**config.mk**
```make
export PLATFORM = sky130hd
export DESIGN_NAME = bf3e_out
export DESIGN_NICKNAME = d
export VERILOG_FILES = /design/src/sv/bf3e_pkg.sv /design/src/sv/bf3e_out.sv
export SDC_FILE = /design/constraint.sdc
export NUM_CORES = 1
export LEC_CHECK = 0
export BUFFER_PORTS_ARGS = -buffer_cell sky130_fd_sc_hd__clkbuf_2
export CORE_MARGIN = 5
export CORE_UTILIZATION = 46
export DETAILED_ROUTE_END_ITERATION = 8
export PLACE_DENSITY_LB_ADDON = 0.05
export SLEW_MARGIN = 25
export SYNTH_ARGS = -nofsm -noshare
export SYNTH_HDL_FRONTEND = slang
export SYNTH_SLANG_ARGS = --single-unit
```
**constraint.sdc**
```tcl
create_clock -name clk_i -period 5.44 [get_ports clk_i]
set_input_delay 1.088 -clock clk_i [delete_from_list [all_inputs] [get_ports clk_i]]
set_output_delay 1.088 -clock clk_i [all_outputs]
set_load 0.1 [all_outputs]
```
**src/sv/bf3e_pkg.sv**
```systemverilog
// ----------------------------------------------------------------------------
// bf3e_pkg
// Shared constants and types of the 3x3 box filter with edge replication.
// ----------------------------------------------------------------------------
package bf3e_pkg;

  localparam int unsigned MAX_WIDTH_DEF = 2048;
  localparam int unsigned PIX_W         = 8;
  localparam int unsigned CFG_WIDTH_W   = 12;
  localparam int unsigned HEIGHT_W      = 16;
  localparam int unsigned CFG_DATA_W    = 16;
  localparam int unsigned CFG_IDX_W     = 1;
  localparam int unsigned WIDTH_RESET   = 640;
  localparam int unsigned HEIGHT_RESET  = 480;

  // nine 8-bit taps sum to at most 2295
  localparam int unsigned SUM_W      = 12;
  // floor(s / 9) == (s * 7282) >> 16 for every s up to 2295
  localparam int unsigned RECIP_W    = 13;
  localparam logic [RECIP_W-1:0] DIV9_RECIP = 13'd7282;
  localparam int unsigned DIV9_SHIFT = 16;

  typedef enum logic [CFG_IDX_W-1:0] {
    CFG_IMAGE_WIDTH  = 1'b0,
    CFG_IMAGE_HEIGHT = 1'b1
  } cfg_idx_e;

  typedef enum logic {
    OP_PIXEL = 1'b0,
    OP_DRAIN = 1'b1
  } op_e;

  typedef struct packed {
    logic [SUM_W-1:0] sum;
    logic             last_in_row;
    logic             last_in_frame;
  } res_t;

endpackage

```
**src/sv/bf3e_out.sv**
```systemverilog
// ----------------------------------------------------------------------------
// bf3e_out
// Sum register, divide by nine through a reciprocal, and the output register.
// ----------------------------------------------------------------------------
module bf3e_out (
  input  logic                       clk_i,
  input  logic                       rst_ni,
  input  logic                       res_valid_i,
  output logic                       res_ready_o,
  input  bf3e_pkg::res_t             res_i,
  output logic                       out_valid_o,
  input  logic                       out_ready_i,
  output logic [bf3e_pkg::PIX_W-1:0] pixel_out_o,
  output logic                       last_in_row_o,
  output logic                       last_in_frame_o
);
  import bf3e_pkg::*;

  localparam int unsigned MULW = SUM_W + RECIP_W;

  logic             s2_valid_q;
  res_t             s2_q;
  logic             out_valid_q;
  logic [PIX_W-1:0] pixel_q;
  logic             last_row_q, last_frame_q;
  logic             out_adv;
  logic [MULW-1:0]  prod;

  assign out_adv     = !out_valid_q || out_ready_i;
  assign res_ready_o = !s2_valid_q || out_adv;
  assign prod        = MULW'(s2_q.sum) * MULW'(DIV9_RECIP);

  always_ff @(posedge clk_i or negedge rst_ni) begin
    if (!rst_ni) begin
      s2_valid_q  <= 1'b0;
      out_valid_q <= 1'b0;
    end else begin
      if (res_ready_o) begin
        s2_valid_q <= res_valid_i;
      end
      if (out_adv) begin
        out_valid_q <= s2_valid_q;
      end
    end
  end

  always_ff @(posedge clk_i) begin
    if (res_ready_o && res_valid_i) begin
      s2_q <= res_i;
    end
    if (out_adv && s2_valid_q) begin
      pixel_q      <= prod[DIV9_SHIFT +: PIX_W];
      last_row_q   <= s2_q.last_in_row;
      last_frame_q <= s2_q.last_in_frame;
    end
  end

  assign out_valid_o     = out_valid_q;
  assign pixel_out_o     = pixel_q;
  assign last_in_row_o   = last_row_q;
  assign last_in_frame_o = last_frame_q;

  a_s2_moves: assert property (@(posedge clk_i) disable iff (!rst_ni)
    s2_valid_q && out_adv |=> out_valid_q)
    else $error("sum stage item lost");

  a_s2_held: assert property (@(posedge clk_i) disable iff (!rst_ni)
    s2_valid_q && !out_adv |=> s2_valid_q && $stable(s2_q))
    else $error("stalled sum stage changed");

  a_frame_has_row: assert property (@(posedge clk_i) disable iff (!rst_ni)
    s2_valid_q && s2_q.last_in_frame |-> s2_q.last_in_row)
    else $error("frame end without row end");

endmodule

```
# == Word level (Yosys, flattened, before mapping) ==
# Index checks and enable logic that the tools add are counted.
# word_totals
register_bits,26
latch_bits,0
ram_bits,0
romBits,0
inputBits,18
out_inout_bits,12
memories,0
# classes
n_addsub,0
n_mul,1
div,0
n_lt_le_gt_ge,0
eq_ne,0
shifts,0
mux,0
bitwise_logic,0
n_reduce_logical,6
# ops
cell,n
$mul A12 B12 Y23 const B,1
$logic_and A1 B1 Y1,2
$logic_not A1 Y1,2
$logic_or A1 B1 Y1,2

# == Depth between registers and ports, before layout ==
# Gate-level depths: netlist (run 1).
# logic_depth
depth_word,4
depth_mapped,17
depth_no_buf,17

# == Worst setup path after synthesis (run 1) ==
# Ideal clock, no wire load.
# synth_timing
kind,reg2reg
start,reg s2_q[5] in the netlist's numbering
end,"reg pixel_q[6], in the netlist pixel_out_o[6], data pin"
setup_ps,261
arrival_ps,4483
path_slack_ps,697
stages_incl_launch_ff,18
n_path_buf,0
period_less_slack_ps,4743
cell_sequence,edfxtp_1 inv_1 fa_1 inv_1 ha_1 inv_1 fa_1 inv_1 fa_1 inv_1 fa_1 inv_1 ha_1 a21o_1 a31o_1 a221oi_4 nand2_2 o311a_1
# synth_between
elab_chain_cells,1
# synth_lines
element,line,text
start: declaration,bf3e_out.sv:22,res_t s2_q;
start signal: assignment,bf3e_out.sv:49,s2_q <= res_i;
$mul A12 B12 Y23,bf3e_out.sv:31,assign prod = MULW'(s2_q.sum) * MULW'(DIV9_RECIP);
via prod[22],bf3e_out.sv:27,logic [MULW-1:0] prod;
end signal: assignment,bf3e_out.sv:52,pixel_q <= prod[DIV9_SHIFT +: PIX_W];
end: declaration,bf3e_out.sv:24,logic [PIX_W-1:0] pixel_q;
# The timed path passes the listed nets, and every way through them passes these cells.
# A chain may end at the register's enable or synchronous reset.

# == Final worst setup path (run 1) ==
# Ends and elaborated chain as after synthesis.

==> metrics.md, run 1 <==
| Metric | Value |
|---|---|
| Fill cells | `628` |
| YS warnings | `0` |
| Nature of the critical path startpoint | `register` |
| Via/cell ratio | `5.08` |
| Post-CTS Setup Bufs | `0` |
| Worst Tran Pin Value | `0.553 ns` |
| Die Area | `8590 um^2` |
| Most common cell in the synthesized netlist | `inv_1` |
| Starting Density | `46.8%` |
| Largest cells by area after synthesis | `ha_1, edfxtp_1, fa_1` |
| Hold buffers post-CTS | `0` |
| Final setup violation count | `0` |
| Vias in the first global route | `2230` |
| Simple-gate share of the synthesized area | `8.83%` |
| CP required | `5.48 ns` |
| XOR/XNOR Fraction of Synth Area | `2.78%` |
| IO Pins | `30` |
| Total clock buffers created by CTS | `3` |
| Critical path type | `register to register` |
| Antenna Violating Nets Remaining | `0` |
| RSZ-0062 raised after global routing | `false` |
| EDFF count, synth | `24` |
| Seq/Total Area, Yosys | `24.5%` |
| Critical path arrival | `4.95 ns` |
| Share of layout cells above drive strength 1 | `12.6%` |
| WL/cell | `14.5 um` |
| Final hold violation count | `0` |
| Yosys top cell area share | `26.3%` |
| Die Wd | `92.7 um` |
| Setup TNS | `0 ns` |
| Outcome | `completed` |
| Mux cell area share after synthesis | `0.358%` |
| #FFs+latches synth | `26` |
| Nets | `447` |
| DRT Wirelength | `6000 um` |
| Syn nets | `416` |
| TritonCTS clock tree | `done` |
| Post-Synth Adder-Cell Area | `44.7%` |
| Final core utilization | `51.3%` |
| Placed Instances | `409` |
| Total grt overflow | `0` |
| Antenna diodes | `0` |
| Initial antenna violation count | `0` |
| Tcrit/Tclk final | `90.3%` |
| Die height | `92.7 um` |
| Pre-antenna DRT Iters | `4` |
| CP Capture Type | `register` |
| Post_cts resized | `0` |
| Mapped Cells | `303` |
| Root buffer cell | `clkbuf_8` |
| DP Worst Slack | `0.525 ns` |
| PortBufs | `29` |
| Worst min-delay path category | `register to register` |
| Reg clk slew, reported paths | `0.10 ns` |
| Register area | `771 um^2` |
| CTS Sinks | `26` |
| Compound-Gate Fraction of Synth Area | `10.3%` |
| Area growth, synth to finish | `9.67%` |
| Core box area | `6720 um^2` |
| Min Tclk post-route | `4.91 ns` |
| Gr usage total | `15.1%` |
| Worst-Skew Late Latency | `0.28 ns` |
| Cell Rows | `30` |
| Relative slew slack | `63.3%` |
| Async S/R FF share, synth | `7.69%` |
| Pins Over Slew Limit | `0` |
| Post-Layout Cell Count | `413` |
| Dominant synthesized flop cell | `edfxtp_1` |
| Multi-input combinational cell area | `2110 um^2` |
| Clock Tree Buf Depth | `2` |
| Initial DRC count | `44` |
| Number of library cell types mapped by synthesis | `41` |
| Area leader, netlist | `ha_1` |
| Post-synth top cells | `inv_1, ha_1, fa_1` |
| Fmax | `204 MHz` |
| Final HPWL DP | `5340 um` |
| Worst setup margin | `0.527 ns` |
| Mapped Area | `3150 um^2` |
| Global-route wire length before repair | `10300 um` |
| Vias post-DR | `2097` |
| Crit-path max FO | `5` |
| Largest net degree at the start of global routing | `16` |
| H-tree depth | `1` |
| Placer Congestion | `0.845` |
| Post-route DRC | `0` |
| Largest family of logic cells by synthesized area | `adder cells` |
| Max-Cap Viols | `0` |
| Worst Skew | `0.00741 ns` |
| Post-synthesis average cell area | `10.4 um^2` |
## per-layer routing
metal | GRT usage, % | vias up | routed length, um
li1 | - | 1084 | -
met1 | 18.8 | 973 | 2790
met2 | 27.5 | 31 | 2950
met3 | 2.52 | 9 | 190
met4 | 3.17 | 0 | 82
met5 | 0 | - | 0
## kinds of logic after synthesis
| family | Yosys count |
|---|---|
| fa+ha+maj | 95 |
| buf+inv | 71 |
| simple gates | 54 |
| compound gates | 46 |
| flops | 26 |
| xor+xnor | 10 |
| mux | 1 |
## path summary, 6_finish.rpt
check,slack (ns),start,cells after the start,endpoint
max,0.53,s2_q[5]$_DFFE_PP_,17,pixel_out_o[6]$_DFFE_PP_
max in group asynchronous,4.78,rst_ni,1,s2_valid_q$_DFFE_PN0N_
min reg2reg,0.43,s2_q[1]$_DFFE_PP_,0,last_in_row_o$_DFFE_PP_
max reg2reg,0.53,s2_q[5]$_DFFE_PP_,17,pixel_out_o[6]$_DFFE_PP_
min in group asynchronous,0.57,rst_ni,1,out_valid_o$_DFFE_PN0P_
min,0.43,s2_q[1]$_DFFE_PP_,0,last_in_row_o$_DFFE_PP_
## critical path: stages, from the launching register on
cell and delay, ns:
edfxtp_1 0.41, inv_1 0.11, fa_1 0.54, inv_1 0.05, ha_1 0.29, inv_1 0.06
fa_1 0.53, inv_1 0.05, fa_1 0.52, inv_1 0.05, fa_1 0.52, inv_1 0.04
ha_1 0.34, a21o_1 0.19, a31o_1 0.22, a221oi_4 0.32, nand2_2 0.09, o311a_1 0.33
## layout by cell type, fill, tap and decap left out, types with 8 or more instances in the layout
master	n
inv_1	68
ha_1	66
fa_1	29
clkbuf_2	29
edfxtp_1	24
nand2_1	15
a21oi_1	11
nor2_1	9
o21ai_0	9
a21o_1	8
nor3_1	8
## state kept, by name, summed over array words and instances, names as in the netlist
signal,flops
s2_q,14
s2_valid_q,1
last_in_frame_o,1
out_valid_o,1
pixel_out_o,8
last_in_row_o,1
## stage by stage
step                      hold slack, ns  instance area, um^2
final                              0.431                 3450
after CTS                          0.435                 3450
after floorplan                    0.400                 3150
after global placement             0.407                 3380
after detailed placement           0.408                 3380
after global routing               0.456                 3450
## cell type report
type,count,share of cell area [%]
multi-input cells,206,61.1
repair buffers,29,4.21
inverters,68,7.40
clock inverters,1,0.871
clock buffers,3,1.20
flip-flops and latches,26,22.3
well taps,80,2.90
Power of run 1 is not shown: default switching activity piles up to over one toggle a cycle in this logic, so the estimate is an artifact.
==> run 2: changes to the inputs <==
--- a/config.mk
+++ b/config.mk
@@ -10,7 +10,7 @@
 export CORE_UTILIZATION = 46
 export DETAILED_ROUTE_END_ITERATION = 8
 export PLACE_DENSITY_LB_ADDON = 0.05
-export SLEW_MARGIN = 25
+export REMOVE_ABC_BUFFERS = 1
 export SYNTH_ARGS = -nofsm -noshare
 export SYNTH_HDL_FRONTEND = slang
 export SYNTH_SLANG_ARGS = --single-unit
==> metrics.md, run 2 (synthesis results as in run 1) <==
| Metric | Value |
|---|---|
| Global-route wire length before repair | `10500 um` |
| DRT Wirelength | `5960 um` |
| Antenna Violating Nets Remaining | `0` |
| Critical path type | `register to register` |
| CTS Sinks | `26` |
| Worst min-delay path category | `register to register` |
| Hold Crit Depth | `0` |
| Share of layout cells above drive strength 1 | `12.6%` |
| Pins Over Slew Limit | `0` |
| Worst r2r src | `s2_q[5]$_DFFE_PP_` |
| Reg clk slew, reported paths | `0.10 ns` |
| Gr usage total | `15.2%` |
| Antenna diodes | `0` |
| Die Wd | `92.7 um` |
| Fmax | `202 MHz` |
| Reg2reg setup slack | `0.49 ns` |
| Die Area | `8590 um^2` |
| Crit-path cells | `inv_1 > fa_1 > inv_1 > ha_1 > inv_1 > fa_1 > inv_1 > fa_1 > inv_1 > fa_1 > inv_1 > ha_1 > a21o_1 > a31o_1 > a221oi_4 > nand2_2 > o311a_1` |
| Nature of the critical path startpoint | `register` |
| Core box area | `6720 um^2` |
| Worst Tran Pin Value | `0.578 ns` |
| Total clock buffers created by CTS | `3` |
| Final setup violation count | `0` |
| Max-Cap Viols | `0` |
| Via/cell ratio | `5.12` |
| Critical path arrival | `4.99 ns` |
| Post-CTS Setup Bufs | `0` |
| Cell Rows | `30` |
| Setup TNS | `0 ns` |
| Starting Density | `46.8%` |
| Tcrit/Tclk final | `91.0%` |
| Worst path buffer plus inverter count | `6` |
| Largest delay contributor family on the critical path | `adder cells` |
| Reg2Reg Depth | `17` |
| Min Tclk post-route | `4.95 ns` |
| WL/cell | `14.4 um` |
| TritonCTS clock tree | `done` |
| Vias post-DR | `2116` |
| Crit path max-delay cell type | `fa_1` |
| Nets | `447` |
| Crit-path max cell delay | `0.54 ns` |
| Clock Tree Buf Depth | `2` |
| Most frequent cells in the layout | `inv_1, ha_1, fa_1, clkbuf_2, edfxtp_1` |
| Final HPWL DP | `5240 um` |
| Register bank with the most flops | `s2_q` |
| CP required | `5.48 ns` |
| Worst Skew | `0.00618 ns` |
| Outcome | `completed` |
| Max reg flops | `14` |
| Vias in the first global route | `2135` |
| Hold buffers post-CTS | `0` |
| Post-route DRC | `0` |
| H-tree depth | `1` |
| Root buffer cell | `clkbuf_8` |
| Relative slew slack | `61.5%` |
| RSZ-0062 raised after global routing | `false` |
| Hold Path Origin | `s2_q[1]$_DFFE_PP_` |
| Area growth, synth to finish | `9.67%` |
| PortBufs | `29` |
| Crit-path max FO | `5` |
| Most used cell, CP | `inv_1` |
| Pre-antenna DRT Iters | `4` |
| Initial antenna violation count | `0` |
| Worst-Skew Late Latency | `0.28 ns` |
| R2R Path End | `pixel_out_o[6]$_DFFE_PP_` |
| Largest net degree at the start of global routing | `16` |
| IO Pins | `30` |
| Total grt overflow | `0` |
| CP Capture Type | `register` |
| Initial DRC count | `66` |
| Placer Congestion | `0.883` |
| Worst hold endpoint | `last_in_row_o$_DFFE_PP_` |
| Final hold violation count | `0` |
| Post_cts resized | `0` |
| Most common cell after layout, fill and taps aside | `inv_1` |
| Die height | `92.7 um` |
==> run 2: worst max path at each step <==
stage	from	endpoint	cells past startpoint
after detailed placement	s2_q[5]$_DFFE_PP_	pixel_out_o[6]$_DFFE_PP_	17
after CTS	s2_q[5]$_DFFE_PP_	pixel_out_o[6]$_DFFE_PP_	17
after global routing	s2_q[5]$_DFFE_PP_	pixel_out_o[6]$_DFFE_PP_	17
after floorplan	s2_q[5]$_DFFE_PP_	pixel_out_o[6]$_DFFE_PP_	17
after global placement	s2_q[5]$_DFFE_PP_	pixel_out_o[6]$_DFFE_PP_	17
final	s2_q[5]$_DFFE_PP_	pixel_out_o[6]$_DFFE_PP_	17
==> run 2: cell type report <==
cell class | count | area [um^2]
sequential | 26 | 771
fill | 619 | 3270
clock inverter | 1 | 30.0
multi-input combinational | 206 | 2110
inverter | 68 | 255
timing repair buffer | 29 | 145
tap | 80 | 100
clock buffer | 3 | 41.3
==> run 2: metal layers <==
layer / vias to the layer above / global-route usage (%) / part of all wire [%]
met4: 0 / 2.56 / 0.77
li1: 1084 / - / -
met5: - / 0 / 0
met1: 986 / 21.3 / 48
met3: 4 / 1.46 / 3.9
met2: 42 / 25.9 / 48
==> run 2: metrics by stage <==
stage | hold slack [ns] | worst slack, ns | std cells | util [%] | instance area, um^2
3_3_place_gp | 0.404 | 0.539 | 409 | 50.3 | 3380
5_1_grt | 0.443 | 0.269 | 413 | 51.3 | 3450
4_1_cts | 0.432 | 0.473 | 413 | 51.3 | 3450
2_1_floorplan | 0.400 | 0.697 | 300 | - | 3130
6_report | 0.431 | 0.491 | 413 | 51.3 | 3450
3_5_place_dp | 0.405 | 0.499 | 409 | 50.3 | 3380
Power of run 2 is left out for the same reason.
