## config.mk

```make
export PLATFORM = sky130hd
export DESIGN_NAME = bf3e_window
export DESIGN_NICKNAME = d
export VERILOG_FILES = /design/src/sv/bf3e_pkg.sv /design/src/sv/bf3e_window.sv
export SDC_FILE = /design/constraint.sdc
export NUM_CORES = 1
export LEC_CHECK = 0
export BUFFER_PORTS_ARGS = -buffer_cell sky130_fd_sc_hd__buf_2
export CAP_MARGIN = 20
export CORE_ASPECT_RATIO = 1.2
export CORE_MARGIN = 2
export CORE_UTILIZATION = 40
export CTS_BUF_LIST = sky130_fd_sc_hd__clkbuf_8
export DETAILED_ROUTE_END_ITERATION = 10
export SYNTH_ARGS = -nofsm -noshare
export SYNTH_HDL_FRONTEND = slang
export SYNTH_SLANG_ARGS = --single-unit
```

## constraint.sdc

```tcl
create_clock -name clk_i -period 8.8 [get_ports clk_i]
set_input_delay 0.44 -clock clk_i [delete_from_list [all_inputs] [get_ports clk_i]]
set_output_delay 0.44 -clock clk_i [all_outputs]
set_load 0.02 [all_outputs]
```

## src/sv/bf3e_pkg.sv

```systemverilog
// ----------------------------------------------------------------------------
// bf3e_pkg
// Shared constants and types of the 3x3 box filter with edge replication.
// ----------------------------------------------------------------------------
package bf3e_pkg;

  localparam int unsigned MAX_WIDTH_DEF = 2048;
  localparam int unsigned PIX_W         = 8;
  localparam int unsigned CFG_WIDTH_W   = 12;
  localparam int unsigned HEIGHT_W      = 16;
  localparam int unsigned CFG_DATA_W    = 16;
  localparam int unsigned CFG_IDX_W     = 1;
  localparam int unsigned WIDTH_RESET   = 640;
  localparam int unsigned HEIGHT_RESET  = 480;

  // nine 8-bit taps sum to at most 2295
  localparam int unsigned SUM_W      = 12;
  // floor(s / 9) == (s * 7282) >> 16 for every s up to 2295
  localparam int unsigned RECIP_W    = 13;
  localparam logic [RECIP_W-1:0] DIV9_RECIP = 13'd7282;
  localparam int unsigned DIV9_SHIFT = 16;

  typedef enum logic [CFG_IDX_W-1:0] {
    CFG_IMAGE_WIDTH  = 1'b0,
    CFG_IMAGE_HEIGHT = 1'b1
  } cfg_idx_e;

  typedef enum logic {
    OP_PIXEL = 1'b0,
    OP_DRAIN = 1'b1
  } op_e;

  typedef struct packed {
    logic [SUM_W-1:0] sum;
    logic             last_in_row;
    logic             last_in_frame;
  } res_t;

endpackage

```

## src/sv/bf3e_window.sv

```systemverilog
// ----------------------------------------------------------------------------
// bf3e_window
// 3x3 window, output position counters and the edge-replicated tap sum.
// ----------------------------------------------------------------------------
module bf3e_window #(
  parameter int unsigned MAX_WIDTH = bf3e_pkg::MAX_WIDTH_DEF,
  parameter int unsigned AW        = (MAX_WIDTH > 1) ? $clog2(MAX_WIDTH) : 1,
  parameter int unsigned WW        = $clog2(MAX_WIDTH + 2)
) (
  input  logic                          clk_i,
  input  logic                          rst_ni,
  input  logic                          go_i,
  input  logic [bf3e_pkg::PIX_W-1:0]    top_i,
  input  logic [bf3e_pkg::PIX_W-1:0]    mid_i,
  input  logic [bf3e_pkg::PIX_W-1:0]    pix_i,
  input  logic [WW-1:0]                 width_i,
  input  logic [bf3e_pkg::HEIGHT_W-1:0] height_i,
  output logic                          res_valid_o,
  output bf3e_pkg::res_t                res_o,
  output logic                          frame_done_o
);
  import bf3e_pkg::*;

  logic [PIX_W-1:0]    win_q [9];
  logic [PIX_W-1:0]    win_d [9];
  logic [AW-1:0]       out_col_q, out_col_d, out_col_eff;
  logic [HEIGHT_W-1:0] out_row_q, out_row_d;
  logic [WW-1:0]       slot_q, slot_d;
  logic                has_result, last_col, last_row;
  logic [1:0]          left, right;
  logic [1:0]          sr [3];
  logic [SUM_W-1:0]    sum;

  assign out_col_eff = (WW'(out_col_q) >= width_i) ? '0 : out_col_q;
  assign has_result  = slot_q >= (width_i + WW'(1));
  assign last_col    = WW'(out_col_eff) >= (width_i - WW'(1));
  assign last_row    = out_row_q >= (height_i - HEIGHT_W'(1));
  assign left        = (out_col_eff == '0) ? 2'd1 : 2'd0;
  assign right       = last_col ? 2'd1 : 2'd2;
  assign sr[0]       = (out_row_q == '0) ? 2'd1 : 2'd0;
  assign sr[1]       = 2'd1;
  assign sr[2]       = last_row ? 2'd1 : 2'd2;

  always_comb begin
    for (int r = 0; r < 3; r++) begin
      win_d[r*3+0] = win_q[r*3+1];
      win_d[r*3+1] = win_q[r*3+2];
    end
    win_d[2] = top_i;
    win_d[5] = mid_i;
    win_d[8] = pix_i;
  end

  always_comb begin
    sum = '0;
    for (int r = 0; r < 3; r++) begin
      sum = sum + SUM_W'(win_d[4'(sr[r]) * 4'd3 + 4'(left)])
                + SUM_W'(win_d[4'(sr[r]) * 4'd3 + 4'd1])
                + SUM_W'(win_d[4'(sr[r]) * 4'd3 + 4'(right)]);
    end
  end

  always_comb begin
    out_col_d = out_col_eff;
    out_row_d = out_row_q;
    slot_d    = slot_q;
    if (has_result) begin
      if (last_col) begin
        out_col_d = '0;
        out_row_d = out_row_q + HEIGHT_W'(1);
      end else begin
        out_col_d = out_col_eff + AW'(1);
      end
    end else begin
      slot_d = slot_q + WW'(1);
    end
    if (has_result && last_col && last_row) begin
      out_col_d = '0;
      out_row_d = '0;
      slot_d    = '0;
    end
  end

  always_ff @(posedge clk_i or negedge rst_ni) begin
    if (!rst_ni) begin
      for (int i = 0; i < 9; i++) begin
        win_q[i] <= '0;
      end
      out_col_q <= '0;
      out_row_q <= '0;
      slot_q    <= '0;
    end else if (go_i) begin
      win_q     <= win_d;
      out_col_q <= out_col_d;
      out_row_q <= out_row_d;
      slot_q    <= slot_d;
    end
  end

  assign res_valid_o         = go_i && has_result;
  assign res_o.sum           = sum;
  assign res_o.last_in_row   = last_col;
  assign res_o.last_in_frame = last_col && last_row;
  assign frame_done_o        = has_result && last_col && last_row;

  a_frame_clears: assert property (@(posedge clk_i) disable iff (!rst_ni)
    go_i && frame_done_o |=> slot_q == '0 && out_row_q == '0 && out_col_q == '0)
    else $error("frame end left counters set");

  a_sum_range: assert property (@(posedge clk_i) disable iff (!rst_ni)
    res_valid_o |-> sum <= SUM_W'(2295))
    else $error("tap sum out of range");

  a_idle_hold: assert property (@(posedge clk_i) disable iff (!rst_ni)
    !go_i |=> $stable(slot_q) && $stable(out_col_q) && $stable(out_row_q))
    else $error("counters moved without an item");

endmodule

```

# Word level (Yosys, flattened, before mapping)
# Cells that the tools add are included.
dict set report classes {
  add_sub_neg 22
  multipliers 2
  div_mod_pow 0
  magnitude_cmp 12
  n_eq_ne 1
  shift 0
  mux 37
  bitwise 8
  reduce_logical 10
}
# operator n
set ops {}
lappend ops {{$bmux W8 S4} 8}
lappend ops {{$mux W8} 16}
lappend ops {{$add A12 B8 Y12} 4}
lappend ops {{$mux W16} 3}
lappend ops {{$mux W11} 4}
lappend ops {{$ge A5 B5 Y1 const B} 8}
lappend ops {{$not A4 Y5} 6}
lappend ops {{$add A12 B1 Y12 const B} 2}
lappend ops {{$ge A11 B12 Y1} 2}
lappend ops {{$mux W12} 2}
lappend ops {{$add A16 B1 Y16 const B} 1}
lappend ops {{$ge A16 B16 Y1} 1}
lappend ops {{$logic_not A16 Y1} 1}
lappend ops {{$sub A16 B1 Y16 const B} 1}
lappend ops {{$add A11 B8 Y12} 1}
lappend ops {{$ge A12 B12 Y1} 1}
lappend ops {{$sub A12 B1 Y12 const B} 1}
lappend ops {{$add A10 B8 Y11} 1}
lappend ops {{$add A11 B1 Y11 const B} 1}
lappend ops {{$logic_not A11 Y1} 1}
lappend ops {{$add A9 B8 Y10} 1}
lappend ops {{$not A3 Y5} 2}
lappend ops {{$add A8 B8 Y9} 1}
lappend ops {{$add A4 B1 Y4} 2}
lappend ops {{other kinds (14)} 21}
dict set report totals {
  regBits 87
  latch_bits 0
  ramBits 0
  romBits 0
  inputBits 55
  wordCells 101
  mem_count 0
}

# Depth between registers and ports, before layout
# Gate-level depths: netlist of run 1.
dict set report logic_depth {
  depth_word 17
  depth_mapped 40
  ltp_nobuf 34
}

# Least setup slack after synthesis of run 1
# No wires, ideal clock.
dict set report synth_path {
  kind {input port to output port}
  startpoint {in width_i[2]}
  endpoint {out res_o[12] in the netlist's numbering}
  arrival_time_ns 9.172
  slack_ns -0.812
  path_stages 37
  path_buffers 7
  path_cell_list {buf_2 inv_1 ha_1 o21ai_0 o21ai_0 a211oi_1 nor2_1 clkbuf_1 nor2b_1 ha_1 o21ai_0 o211ai_1 a211oi_1 or2_2 buf_2 clkbuf_1 clkbuf_1 ha_1 clkbuf_1 buf_1 mux4_2 mux2i_1 fa_1 fa_1 inv_1 fa_1 inv_1 fa_1 inv_1 fa_1 a21oi_1 nor2_1 nor2_1 o21bai_1 a21oi_1 o21ai_0 xor2_1}
}
# element line
set synth_lines {}
lappend synth_lines {{start: declaration} bf3e_window.sv:16} ;# input logic [WW-1:0] width_i,
lappend synth_lines {{end: declaration} bf3e_window.sv:19} ;# output bf3e_pkg::res_t res_o,

==> results.yml, run 1 <==
die:
  core_um2: 24700
  design.die.area_um2: 26300
  die_h_um: 177
  io_pins: 71
  floorplan.rows: 63
  initial_core_util_pct: 40.5
  fp.dieW_um: 148
run:
  drv.max_cap_violation_count: 0
routing:
  initialDrtViolationCount: 441
  dr_total_vias: 8092
  wl_per_cell_um: 19.1
  route.detailed.drc: 0
  route.detailed.vias_per_inst: 5.72
  detail_route.wirelength_um: 27000
  drt-pass1-iter-count: 5
  final_antenna_net_count: 0
synthesis:
  synth.cell_area_um2: 10000
  syn_inst: 1002
  yosysSeqAreaShare_pct: 21.8
  yosys.cell_types.count: 65
  async_reset_ff_share_pct: 100
  synth_enable_flop_cells: 0
  synth_warnings: 0
  ys_seq_elements: 87
  ys.flop_type: "sky130_fd_sc_hd__dfrtp_1"
  synth.avg_cell_area_um2: 9.98
  mappedNetlistNets: 1193
setup_path:
  setup.worst_path.class: "flop to primary output"
  start_kind: "flop"
  critical_path.max_fanout: 9
  required_ns: 8.36
  crit_path_end_kind: "primary output"
  worst_path_largest_cell_delay_ns: 0.51
  cp_common_cell: "sky130_fd_sc_hd__fa_1"
  cp.arrival_ns: 8.02
  crit_slowest_cell: "sky130_fd_sc_hd__fa_1"
global_routing:
  grt_util_overall_pct: 21.4
  global_route_wire_length_before_repair_um: 44400
  antenna_violations_before_repair: 0
  first_global_vias: 8355
  gr-total-overflow: 0
  pin_count_of_the_biggest_net_entering_global_routing: 72
power_and_ir_drop:
  leakage_dissipation_nw: 5.01
  net-switching-power_mw: 1.85
  ir_drop_v: 0.000879
  power.share.switching_pct: 52.9
  internal_power_mw: 1.65
  power.density_nw_per_um2: 309
  register_share_of_total_power_pct: 15.3
  power.share.combinational_pct: 76.2
  fraction_of_power_consumed_by_the_clock_network_pct: 8.5
finish:
  final_design_area_no_fill_um2: 11300
  finalNetCount: 1275
  antenna_cells: 0
  final.fill_count: 2387
  drive_gt1_share_pct: 26.4
  layout.core_utilization_pct: 45.9
  area_growth_pct: 13.2
timing:
  fmax_mhz: 118
  drv_slew: 0
  slew_headroom_pct: 33.2
  finalHoldWorstSlack_ns: 0.333
  hold_violations: 0
  fin_skew_ns: 0.0197
  setup_violations: 0
  fin_crit_ns: 8.46
  worstMarginPinSlew_ns: 1.00
  post-route-period-util_pct: 96.1
clock_tree:
  cts_inserted_buffers: 9
  worstSkewPairLatency_ns: 0.40
  h_tree_lvls: 3
  clock_tree_from_tritoncts: "yes"
  cts.root.buffer_cell: "sky130_fd_sc_hd__clkbuf_8"
  clock_pin_transition_on_the_worst_setup_and_hold_timing_paths_ns: 0.10
  clock_sinks: 87
  ctsLongestPathBuffers: 2
place:
  place.gp.congestion: 0.878
  post_placement_cell_area_um2: 11000
  port_buffers: 70
  hpwl_um: 20100
min_path:
  hold_path_class: "primary input to flop"
run_status:
  run_status: "finished, final reports clean"
## power by group through the flow
| stage | Combinational, mW | Sequential, mW | Clock (mW) |
|---|---|---|---|
| 2_1_floorplan | 1.88 | 0.509 | 0 |
| 3_3_place_gp | 2.56 | 0.542 | 0 |
| 3_5_place_dp | 2.58 | 0.542 | 0 |
| 4_1_cts | 2.64 | 0.534 | 0.308 |
| 5_1_grt | 3.00 | 0.547 | 0.321 |
| 6_report | 2.67 | 0.537 | 0.299 |
## registers in the layout, indices dropped and copies added (netlist names)
signal and flops:
out_col_q 11, out_row_q 16, slot_q 12, win_d 48
## cell usage after synthesis, types with 30 or more instances
| cell | n | area (um2) |
|---|---|---|
| sky130_fd_sc_hd__dfrtp_1 | 87 | 2180 |
| sky130_fd_sc_hd__mux2i_1 | 32 | 320 |
| sky130_fd_sc_hd__fa_1 | 54 | 1080 |
| sky130_fd_sc_hd__clkbuf_1 | 32 | 120 |
| sky130_fd_sc_hd__nand3_1 | 30 | 150 |
| sky130_fd_sc_hd__ha_1 | 82 | 1030 |
| sky130_fd_sc_hd__nor2_1 | 60 | 225 |
| sky130_fd_sc_hd__inv_1 | 98 | 368 |
| sky130_fd_sc_hd__xnor2_1 | 36 | 315 |
| sky130_fd_sc_hd__o21ai_0 | 36 | 180 |
| sky130_fd_sc_hd__mux2_2 | 48 | 541 |
| sky130_fd_sc_hd__mux4_2 | 64 | 1440 |
| sky130_fd_sc_hd__a21oi_1 | 56 | 280 |
| sky130_fd_sc_hd__nand2_1 | 69 | 259 |
## per-stage QoR
stage,power [mW],std cells,setup TNS (ns),setup WS [ns]
detailed placement,3.12,1394,0,0.0447
CTS,3.48,1411,0,0.0238
global placement,3.11,1394,0,0.129
finish,3.50,1414,0,0.344
global route,3.87,1414,-0.0357,-0.0231
floorplan,2.39,1002,0,0.0133
## critical path: cells and delay by family, from the launching register on
family	cells	cell delay, ns
AOI/OAI and AO/OA	11	1.84
xor gates and xnor gates	1	0.17
adders and majority gates	9	2.95
buffers and inverters	6	0.72
DFF	1	0.44
muxes	2	0.67
and+or+nand+nor	6	0.82
## cells in the final DEF (no fill, tap or decap), drive strengths merged, types with 3 or more instances in the layout
| cell | count |
|---|---|
| nand4 | 18 |
| xor2 | 18 |
| nor3b | 3 |
| mux4 | 64 |
| o22ai | 4 |
| mux2i | 32 |
| o211ai | 7 |
| a31oi | 8 |
| nand2b | 10 |
| nor2 | 62 |
| a21o | 7 |
| buf | 119 |
| ha | 82 |
| nor3 | 21 |
| o21ai | 36 |
| or4 | 6 |
| mux2 | 48 |
| and2 | 4 |
| nor4b | 3 |
| nor2b | 11 |
| nand2 | 70 |
| o21bai | 3 |
| nor4 | 9 |
| and3 | 16 |
| o2111ai | 3 |
| or3 | 4 |
| xnor2 | 36 |
| a211oi | 6 |
| fa | 54 |
| inv | 104 |
| a21oi | 58 |
| a32o | 3 |
| nand3 | 30 |
| dfrtp | 87 |
| clkbuf | 9 |
## layout make-up
| class | instances | area (um2) | area share [%] |
|---|---|---|---|
| clock buffers | 9 | 124 | 1.09 |
| well taps | 325 | 407 | 3.59 |
| flip-flops and latches | 87 | 2180 | 19.3 |
| repair buffers | 120 | 773 | 6.83 |
| clock inverters | 7 | 73.8 | 0.652 |
| inverters | 101 | 379 | 3.35 |
| multi-input cells | 765 | 7390 | 65.2 |
## repair_timing
item | in CTS | in global routing
hold buffers | 1 | 0
hold endpoints to repair | 16 | 0
pin swaps | 1 | 3
resized for setup | 13 | 24
endpoints found under the setup margin | 4 | 6
setup buffers | 0 | 2
gates cloned | 0 | 1
## logic make-up after synthesis
| family | Yosys count | synth area share [%] |
|---|---|---|
| adders and majority gates | 136 | 21.1 |
| buffers and inverters | 151 | 5.82 |
| xor gates and xnor gates | 54 | 4.73 |
| AOI/OAI and AO/OA | 156 | 9.84 |
| and+or+nand+nor | 274 | 13.8 |
| DFF | 87 | 21.8 |
| muxes | 144 | 23.0 |
## final timing paths
check,startpoint,to,slack [ns],depth (start not counted)
worst min register to register,slot_q[11]$_DFFE_PN0P_,slot_q[11]$_DFFE_PN0P_,0.58,2
max in group asynchronous,rst_ni,out_col_q[4]$_DFFE_PN0P_,7.04,3
worst min-delay path,pix_i[3],win_d[11]$_DFFE_PN0P_,0.33,2
worst max register to register,out_col_q[9]$_DFFE_PN0P_,slot_q[5]$_DFFE_PN0P_,4.64,17
worst max-delay path,out_col_q[9]$_DFFE_PN0P_,res_o[12],0.34,35
min in group asynchronous,rst_ni,win_d[59]$_DFFE_PN0P_,0.44,2
## routing by layer
layer / wire length, um / GRT usage (%)
met4: 522 / 5.87
met1: 11400 / 27.7
met3: 1200 / 2.60
met2: 13800 / 37.7
met5: 0 / 0
Power figures use the tool's default switching activity.
==> inputs of run 2 (changes only) <==
--- a/config.mk
+++ b/config.mk
@@ -5,13 +5,14 @@
 export SDC_FILE = /design/constraint.sdc
 export NUM_CORES = 1
 export LEC_CHECK = 0
-export BUFFER_PORTS_ARGS = -buffer_cell sky130_fd_sc_hd__buf_2
 export CAP_MARGIN = 20
 export CORE_ASPECT_RATIO = 1.2
 export CORE_MARGIN = 2
-export CORE_UTILIZATION = 40
+export CORE_UTILIZATION = 55
 export CTS_BUF_LIST = sky130_fd_sc_hd__clkbuf_8
 export DETAILED_ROUTE_END_ITERATION = 10
+export DONT_BUFFER_PORTS = 1
+export PLACE_DENSITY = 0.73
 export SYNTH_ARGS = -nofsm -noshare
 export SYNTH_HDL_FRONTEND = slang
 export SYNTH_SLANG_ARGS = --single-unit
==> results.yml, run 2 (synthesis results as in run 1) <==
min_path:
  hold_path_class: "primary input to flop"
die:
  die_h_um: 152
  core_um2: 18000
  initial_core_util_pct: 55.5
  io_pins: 71
  floorplan.rows: 54
  design.die.area_um2: 19300
  fp.dieW_um: 127
timing:
  worstMarginPinSlew_ns: 0.840
  fin_crit_ns: 8.47
  fin_skew_ns: 0.0177
  post-route-period-util_pct: 96.2
  setup_violations: 0
  drv_slew: 0
  hold_violations: 0
  slew_headroom_pct: 44.0
  fmax_mhz: 118
routing:
  highest_metal_used: "met4"
  routed-wl-met3_um: 1810
  drt-pass1-iter-count: 5
  detail_route.wirelength.met1_um: 9880
  route.detailed.drc: 0
  route.detailed.vias_per_inst: 6.47
  wl_per_cell_um: 20.6
  detail_route.wirelength_um: 25600
  final_antenna_net_count: 0
  route.met2.wl_um: 13000
  initialDrtViolationCount: 708
  dr_total_vias: 8036
place:
  place.gp.congestion: 0.894
  post_placement_cell_area_um2: 10400
  port_buffers: 0
  post-place-cells: 1217
  hpwl_um: 19100
setup_path:
  wp_buf_inv: 9
  crit_path_end: "res_o[12]"
  number_of_cells_traversed_by_the_worst_register_to_register_path: 18
  timing.reg2reg.setup_slack_ns: 4.71
  cp.arrival_ns: 8.03
  cp_common_cell: "sky130_fd_sc_hd__inv_1"
  critical_path.max_fanout: 10
  crit_start: "out_col_q[0]$_DFFE_PN0P_"
  start_kind: "flop"
  cell_type_group_with_the_largest_total_delay_on_the_critical_path: "adder cells"
  worst_path_largest_cell_delay_ns: 0.55
  crit_cells: 33
  setup.worst_path.class: "flop to primary output"
  crit_slowest_cell: "sky130_fd_sc_hd__mux4_2"
  crit_path_end_kind: "primary output"
  reg_to_reg_start: "out_col_q[0]$_DFFE_PN0P_"
  regToRegEndpoint: "slot_q[5]$_DFFE_PN0P_"
  required_ns: 8.36
finish:
  drive_gt1_share_pct: 21.4
  largest_reg_flops: 48
  most-common-layout-cells: "sky130_fd_sc_hd__inv_1 (98), sky130_fd_sc_hd__dfrtp_1 (87), sky130_fd_sc_hd__ha_1 (76)"
  finalNetCount: 1204
  layout.core_utilization_pct: 60.5
  final_common_cell: "sky130_fd_sc_hd__inv_1"
  final_design_area_no_fill_um2: 10900
  layoutNonFillerInstCount: 1242
  antenna_cells: 0
  area_growth_pct: 9.03
power_and_ir_drop:
  net-switching-power_mw: 1.80
  register_share_of_total_power_pct: 15.4
  ir_drop_v: 0.00121
  power.share.combinational_pct: 75.5
  power.density_nw_per_um2: 318
  power.share.switching_pct: 51.8
  internal_power_mw: 1.67
  fraction_of_power_consumed_by_the_clock_network_pct: 9.1
  leakage_dissipation_nw: 4.73
clock_tree:
  clock_pin_transition_on_the_worst_setup_and_hold_timing_paths_ns: 0.10
  worstSkewPairLatency_ns: 0.39
  ctsLongestPathBuffers: 2
  cts.root.buffer_cell: "sky130_fd_sc_hd__clkbuf_8"
  h_tree_lvls: 3
  cts_inserted_buffers: 9
  clock_tree_from_tritoncts: "yes"
  clock_sinks: 87
global_routing:
  antenna_violations_before_repair: 0
  grt_util_overall_pct: 28.2
  pin_count_of_the_biggest_net_entering_global_routing: 88
  global_route_wire_length_before_repair_um: 42500
  first_global_vias: 8195
  gr-total-overflow: 0
run:
  drv.max_cap_violation_count: 0
run_status:
  run_status: "finished, final reports clean"
## run 2: cell count changes in the layout (fill, tap and decap cells not counted), sizes merged
cell / previous run / this run
clkbuf: 9 / 11
buf: 119 / 48
inv: 104 / 102
bufinv: 0 / 1
clkinv: 2 / 1
## run 2: metrics by stage
stage | TNS, ns | power [mW] | setup WS (ns) | hold slack, ns
after floorplan | 0 | 2.39 | 0.0133 | 0.144
after global placement | 0 | 3.00 | 0.149 | 0.148
after detailed placement | 0 | 3.04 | 0.0915 | 0.148
after CTS | 0 | 3.42 | 0.0543 | 0.136
after global routing | -0.0147 | 3.80 | -0.0141 | 0.156
final | 0 | 3.47 | 0.333 | 0.161
## run 2: worst min path at each step
stage	startpoint	end	slack, ns	depth (start not counted)
floorplan	rst_ni	out_col_q[0]$_DFFE_PN0P_	0.14	0
global placement	rst_ni	win_d[11]$_DFFE_PN0P_	0.15	0
finish	mid_i[5]	win_d[37]$_DFFE_PN0P_	0.16	2
global route	go_i	win_d[32]$_DFFE_PN0P_	0.16	1
CTS	go_i	win_d[37]$_DFFE_PN0P_	0.14	1
detailed placement	rst_ni	win_d[35]$_DFFE_PN0P_	0.15	0
## run 2: cell type report
cell class                 instances  area (um2)
timing repair buffer              49         429
fill                            1499        7130
tap                              224         280
multi-input combinational        765        7430
clock inverter                     5        62.6
inverter                         101         379
sequential                        87        2180
clock buffer                      11         151
## run 2: routing by layer
metal,track usage [%],up-vias
li1,-,3636
met1,34.6,3956
met2,49.0,374
met3,4.56,70
met4,13.1,0
met5,0,-
## run 2: power by group through the flow
stage | Clock [mW] | Sequential (mW) | Combinational, mW
6_report | 0.315 | 0.535 | 2.62
5_1_grt | 0.337 | 0.544 | 2.92
4_1_cts | 0.321 | 0.532 | 2.57
3_5_place_dp | 0 | 0.540 | 2.50
3_3_place_gp | 0 | 0.537 | 2.46
2_1_floorplan | 0 | 0.509 | 1.88
## run 2: repair_timing
action,in CTS,in global routing
hold endpoints to repair,87,0
pin swaps,3,5
setup endpoints to repair,5,5
resized for setup,10,34
cloned,0,1
buffers inserted,4,2
hold buffers,2,0
